==> src/sv/ssji_pkg.sv <==
package ssji_pkg;

    localparam int MAX_SET_SIZE = 1024;
    localparam int ADDR_W       = $clog2(MAX_SET_SIZE);
    localparam int CNT_W        = ADDR_W + 1;

    localparam int HASH_W       = 64;
    localparam int COMMON_W     = 11;
    localparam int UNION_W      = 12;
    localparam int SIM_W        = 17;
    localparam int THR_W        = 17;
    localparam int STATUS_W     = 2;

    localparam int DIV_STEPS    = SIM_W;
    localparam int DCNT_W       = $clog2(DIV_STEPS);
    localparam int REM_W        = UNION_W + 1;

    localparam logic [THR_W-1:0]    THR_RESET   = THR_W'(32768);

    localparam logic [STATUS_W-1:0] ST_OK       = 2'd0;
    localparam logic [STATUS_W-1:0] ST_EMPTY    = 2'd1;
    localparam logic [STATUS_W-1:0] ST_OVERFLOW = 2'd2;

    typedef struct packed {
        logic accept;
        logic wp_inc;
        logic match_inc;
        logic div_init;
        logic div_step;
        logic load_out;
    } t_cmd;

    typedef struct packed {
        logic probe_full;
        logic wp_lt_ref;
        logic rd_lt;
        logic rd_eq;
        logic div_last;
    } t_stat;

endpackage

==> src/sv/ssji_ctrl.sv <==
module ssji_ctrl (
    input  logic             i_clk,
    input  logic             i_rst_n,
    input  logic             i_in_valid,
    output logic             o_in_ready,
    input  logic             i_set_select,
    input  logic             i_last,
    output logic             o_out_valid,
    input  logic             i_out_ready,
    input  ssji_pkg::t_stat  i_stat,
    output ssji_pkg::t_cmd   o_cmd
);
    import ssji_pkg::*;

    localparam logic [2:0] S_IDLE = 3'd0;
    localparam logic [2:0] S_RD   = 3'd1;
    localparam logic [2:0] S_CMP  = 3'd2;
    localparam logic [2:0] S_DIVI = 3'd3;
    localparam logic [2:0] S_DIV  = 3'd4;
    localparam logic [2:0] S_FIN  = 3'd5;

    logic [2:0] r_state, n_state;
    logic       r_last, n_last;
    logic       r_out_valid, n_out_valid;
    logic       in_xfer;

    assign o_in_ready = (r_state == S_IDLE);
    assign in_xfer    = i_in_valid && o_in_ready;

    always_comb begin
        n_state = r_state;
        n_last  = r_last;
        o_cmd   = '0;
        case (r_state)
            S_IDLE: begin
                if (in_xfer) begin
                    o_cmd.accept = 1'b1;
                    n_last       = i_last;
                    if (i_set_select && !i_stat.probe_full) begin
                        n_state = S_RD;
                    end else if (i_last) begin
                        n_state = S_DIVI;
                    end
                end
            end
            S_RD: begin
                n_state = S_CMP;
            end
            S_CMP: begin
                if (i_stat.wp_lt_ref && i_stat.rd_lt) begin
                    o_cmd.wp_inc = 1'b1;
                    n_state      = S_RD;
                end else begin
                    if (i_stat.wp_lt_ref && i_stat.rd_eq) begin
                        o_cmd.wp_inc    = 1'b1;
                        o_cmd.match_inc = 1'b1;
                    end
                    n_state = r_last ? S_DIVI : S_IDLE;
                end
            end
            S_DIVI: begin
                o_cmd.div_init = 1'b1;
                n_state        = S_DIV;
            end
            S_DIV: begin
                o_cmd.div_step = 1'b1;
                if (i_stat.div_last) begin
                    n_state = S_FIN;
                end
            end
            S_FIN: begin
                if (!r_out_valid || i_out_ready) begin
                    o_cmd.load_out = 1'b1;
                    n_state        = S_IDLE;
                end
            end
            default: begin
                n_state = S_IDLE;
            end
        endcase
    end

    always_comb begin
        n_out_valid = r_out_valid;
        if (o_cmd.load_out) begin
            n_out_valid = 1'b1;
        end else if (i_out_ready) begin
            n_out_valid = 1'b0;
        end
    end

    always_ff @(posedge i_clk) begin
        if (!i_rst_n) begin
            r_state     <= S_IDLE;
            r_last      <= 1'b0;
            r_out_valid <= 1'b0;
        end else begin
            r_state     <= n_state;
            r_last      <= n_last;
            r_out_valid <= n_out_valid;
        end
    end

    assign o_out_valid = r_out_valid;

endmodule

==> config.mk <==
export PLATFORM = sky130hd
export DESIGN_NAME = ssji_ctrl
export DESIGN_NICKNAME = d
export VERILOG_FILES = /design/src/sv/ssji_pkg.sv /design/src/sv/ssji_ctrl.sv
export SDC_FILE = /design/constraint.sdc
export NUM_CORES = 1
export LEC_CHECK = 0
export ABC_AREA = 1
export BUFFER_PORTS_ARGS = -buffer_cell sky130_fd_sc_hd__buf_4
export CAP_MARGIN = 40
export CORE_AREA = 3 3 40 42
export CTS_BUF_LIST = sky130_fd_sc_hd__clkbuf_4
export DETAILED_ROUTE_END_ITERATION = 10
export DIE_AREA = 0 0 43 45
export PLACE_DENSITY = 0.68
export SYNTH_ARGS = -nofsm -noshare
export SYNTH_HDL_FRONTEND = slang
export SYNTH_SLANG_ARGS = --single-unit
==> constraint.sdc <==
create_clock -name i_clk -period 1.3 [get_ports i_clk]
set_clock_uncertainty 0.1 [all_clocks]
set_input_delay 0.195 -clock i_clk [delete_from_list [all_inputs] [get_ports i_clk]]
set_output_delay 0.195 -clock i_clk [all_outputs]
set_load 0.01 [all_outputs]
**Yosys cells after proc, flatten, opt, wreduce, memory -nomap -nowiden**

Index checks and enable logic that the tools add are counted.

- Memory bits (read-only): 0
- Output and inout bits: 8
- Bits of input ports: 11
- Memory bits (writable): 0
- Bits in registers: 5
- Word-level logic and storage cells: 43
- Latch bits: 0
- Memories kept: 0

- Bitwise operators: 0
- Shift operators: 0
- Div/mod/pow operators: 0
- Multipliers: 0
- Reduce and logical (&&, ||, !) cells: 11
- Equal/unequal tests: 9
- $lt $le $gt $ge: 0
- Add/subtract/negate cells: 0
- Multiplexer cells: 20

Operator list:

| cell | count |
|---|---|
| $pmux W3 S6 | 1 |
| $mux W3 | 5 |
| $mux W1 | 10 |
| $mux W2 | 4 |
| $eq A3 B2 Y1 const B | 2 |
| $eq A3 B3 Y1 const B | 2 |
| $logic_and A1 B1 Y1 | 4 |
| $ne A2 B2 Y1 const B | 2 |
| $reduce_and A4 Y1 | 1 |
| $eq A3 B1 Y1 const B | 1 |
| $logic_not A3 Y1 | 1 |
| $ne A3 B1 Y1 const B | 1 |
| $logic_not A1 Y1 | 2 |
| $ne A2 B1 Y1 const B | 1 |
| $reduce_and A2 Y1 | 1 |
| $reduce_bool A2 Y1 | 1 |
| $logic_or A1 B1 Y1 | 1 |

**Logic depth before layout (Yosys ltp)**

- Word-level depth: 5
- Depth in mapped cells: 8
- Depth with buffers taken out: 8

**Least setup slack after synthesis**

Ideal clock, no wire load.

- Path type: register -> register
- Start: register r_state[1]
- End: register r_state[0]
- Slack: 0.096 ns
- Buffers on the path: 0
- Period minus slack after synthesis: 1.204 ns
- Arrival: 0.995 ns
- Required time: 1.091 ns
- Library setup time: 0.109 ns
- Stages on the path, launching flop included: 8
- Path through: dfxtp_1 > nor2_4 > nand2_2 > or2_1 > nand3_2 > nand2_2 > inv_2 > nor2_2

- Cells in the longest elaborated chain, start to end: 4
- Elaborated cells between the ends (all ways): 13
- Classes of those cells: eq/ne: 9; mux: 1; reduce/logical: 3

Ends and longest elaborated chain:

| item | line | source |
|---|---|---|
| start, declared | ssji_ctrl.sv:22 | `logic [2:0] r_state, n_state;` |
| start signal, assigned | ssji_ctrl.sv:98 | `r_state <= n_state;` |
| $logic_not A3 Y1 | ssji_ctrl.sv:27, ssji_ctrl.sv:34 |  |
| $logic_and A1 B1 Y1 | ssji_ctrl.sv:28 | `assign in_xfer = i_in_valid && o_in_ready;` |
| $ne A2 B1 Y1 (no line) | - |  |
| $reduce_and A4 Y1 (no line) | - |  |

Several ways; a longest one is shown, not always the timed one.
A chain may end at the register's enable or synchronous reset.

==> metrics.txt <==
Yosys top cell area share=25.7%; Setup Viol. Count Final=7; GRT Total Usage=13.4%; Syn Inst Count=65; DRC viols=0; Root Driver=clkbuf_4; Static Leak=0.360 nW; Sw Ratio=44.8%; Yosys top cell by area=dfxtp_1; CP Capture Type=primary output; Req. time, crit path=1000 ps; Post-synth EDFFs=0; Area Overhead vs Synth=80.4%; mean post-synth cell area=5.99 um2; Int Power=0.875 mW; Buffers on Ports=18; Die Footprint=1940 um2; Max Slew Vio Count=0; Layout Nets=104; sequential share of the synthesized area=25.7%; design area=702 um2; CTS tree=built; pin count of the biggest net entering global routing=6; Psw=0.710 mW; Setup TNS Final=-249 ps; RD Place Congestion=0.853; number of global-route vias before repair=450; Power Total=1.58 mW; gr busiest metal=met2; Synth Net Count=76; status=complete, but fails checks; Vias=486; GR Overflow Total=0; PD cells=2260 nW/um2; GR Util met3=4.78%; Max Clk Rate=735 MHz; clock share of power=13.2%; ranking of synthesized cells by area=dfxtp_1 26%, inv_1 14%, nor2_1 8.7%; ant diodes=0; post-DR vias/cell=4.54; Gate power share=65.7%; htree depth=1; minimum clock period=1360 ps; Max Fanout on Critical Path=3; first-pass GRT wire length=1.88 mm; worst min path class=in -> reg; die width=43 um; synth unique cells=17; Startpoint Class=register; mapped cell area=389 um2; Final WS setup=-59.9 ps; Starting Density=30.3%; Core Rows=13; IO Pins=19; failing checks=negative setup slack; die height=45 um; Routed WL=1.13 mm; Antenna Nets Post-Route=0; post-place setup slack=2.71 ps; Max Buffers Root-to-Sink=2; Synth Flop Type=dfxtp_1; first drt pass iteration count=4; Slew @ Worst Pin=260 ps; maxcap violations=0; Worst-path clk slew=50 ps; Final period util=105%; CTS buffer count=3; CP Data Arrival Time=1060 ps; share of cells above drive strength 1=62.0%; hpwl dp=802 um; RSZ-0062 raised after global routing=true; TritonCTS Sinks=5; Post-Place Cell Area=543 um2; final hold vios=0; async set-reset flop share out of synthesis=0%; critical path class=reg -> out; final-layout fill cell count=129; hold slack=122 ps; core area=1280 um2; sequential share of power=21.1%; DR iter-0 viols=5; initial antenna violation count=0; Worst IR Drop VDD=1.11 mV; Rel. slew slack=82.5%; Yosys warning count=0; GRT met1 Usage=17.0%; most frequent cell after synthesis=inv_1; DR WL/cell=10.6 um; worst skew pair latency=250 ps; Seq cells post-synth=5; synth cell count leaders=14 x inv_1, 9 x nor2_1, 8 x nand2_1; met2 Usage GRT=19.8%
[final timing paths]
kind | from | endpoint | slack [ps] | cells after the start
setup reg to reg | r_state[0]$_SDFFE_PN0P_ | r_state[0]$_SDFFE_PN0P_ | -40 | 8
setup / recovery | r_state[0]$_SDFFE_PN0P_ | o_cmd[5] | -60 | 6
hold / removal | i_rst_n | r_last$_SDFFE_PN0P_ | 120 | 3
hold reg to reg | r_last$_SDFFE_PN0P_ | r_last$_SDFFE_PN0P_ | 370 | 2
[cells in the final DEF (no fill, tap or decap)]
cell type / count
nor3_2: 2
buf_4: 21
clkbuf_4: 4
inv_2: 6
o21ai_2: 1
nor3_1: 4
nor2_4: 2
a21oi_2: 2
nand2_4: 1
buf_6: 3
nand2_2: 3
o21ai_0: 2
inv_6: 1
nor2_2: 3
nor2_1: 7
or2_4: 1
dfxtp_4: 3
dfxtp_1: 2
a21oi_1: 2
nand3_1: 2
inv_1: 9
o21ai_1: 1
nand2_1: 6
nand3_4: 2
nand3_2: 2
[logic make-up after synthesis]
| kind of cell | synth area share [%] |
|---|---|
| and+or+nand+nor | 46.6 |
| DFF | 25.7 |
| buffers and inverters | 17.4 |
| AOI/OAI and AO/OA | 10.3 |
[per-stage QoR]
step                      cells  utilization [%]
after global routing        107             54.6
after detailed placement     98             42.3
after CTS                   106             51.8
final                       107             54.6
after global placement       98             42.3
after floorplan              65                -
[sequential cells by signal (all words and copies together), names as in the netlist]
signal       cells
r_state          3
r_last           1
o_out_valid      1
[what timing repair did]
item / CTS / global route
gates cloned: 0 / 0
hold buffers: 0 / 0
buffers inserted: 4 / 1
setup endpoints to repair: 8 / 11
resized for setup: 24 / 8
pin swaps: 4 / 2
[power by group through the flow]
stage                     Clock, mW  Sequential (mW)  Combinational (mW)
after floorplan                   0            0.276               0.481
after global placement            0            0.282               0.700
after detailed placement          0            0.285               0.705
after CTS                     0.215            0.330               0.940
after global routing          0.228            0.346                1.15
final                         0.209            0.334                1.04
[cell type report]
class | instances | area, um2 | area share [%]
Timing Repair Buffer | 24 | 191 | 27.3
Clock buffer | 4 | 30.0 | 4.28
Inverter | 16 | 65.1 | 9.27
Sequential cell | 5 | 111 | 15.9
Multi-Input combinational cell | 43 | 285 | 40.6
Tap cell | 15 | 18.8 | 2.67
[critical path: stages, from the launching register on]
cell and delay [ps]:
dfxtp_4 350, nor2_4 140, nand2_2 80, inv_2 60, nand2_2 60, inv_2 50
buf_6 90
[per-layer routing]
metal,up-vias,routed length [um]
li1,254,-
met3,2,71
met5,-,0
met4,0,16
met2,13,577
met1,217,468
(Power assumes the default switching activity.)
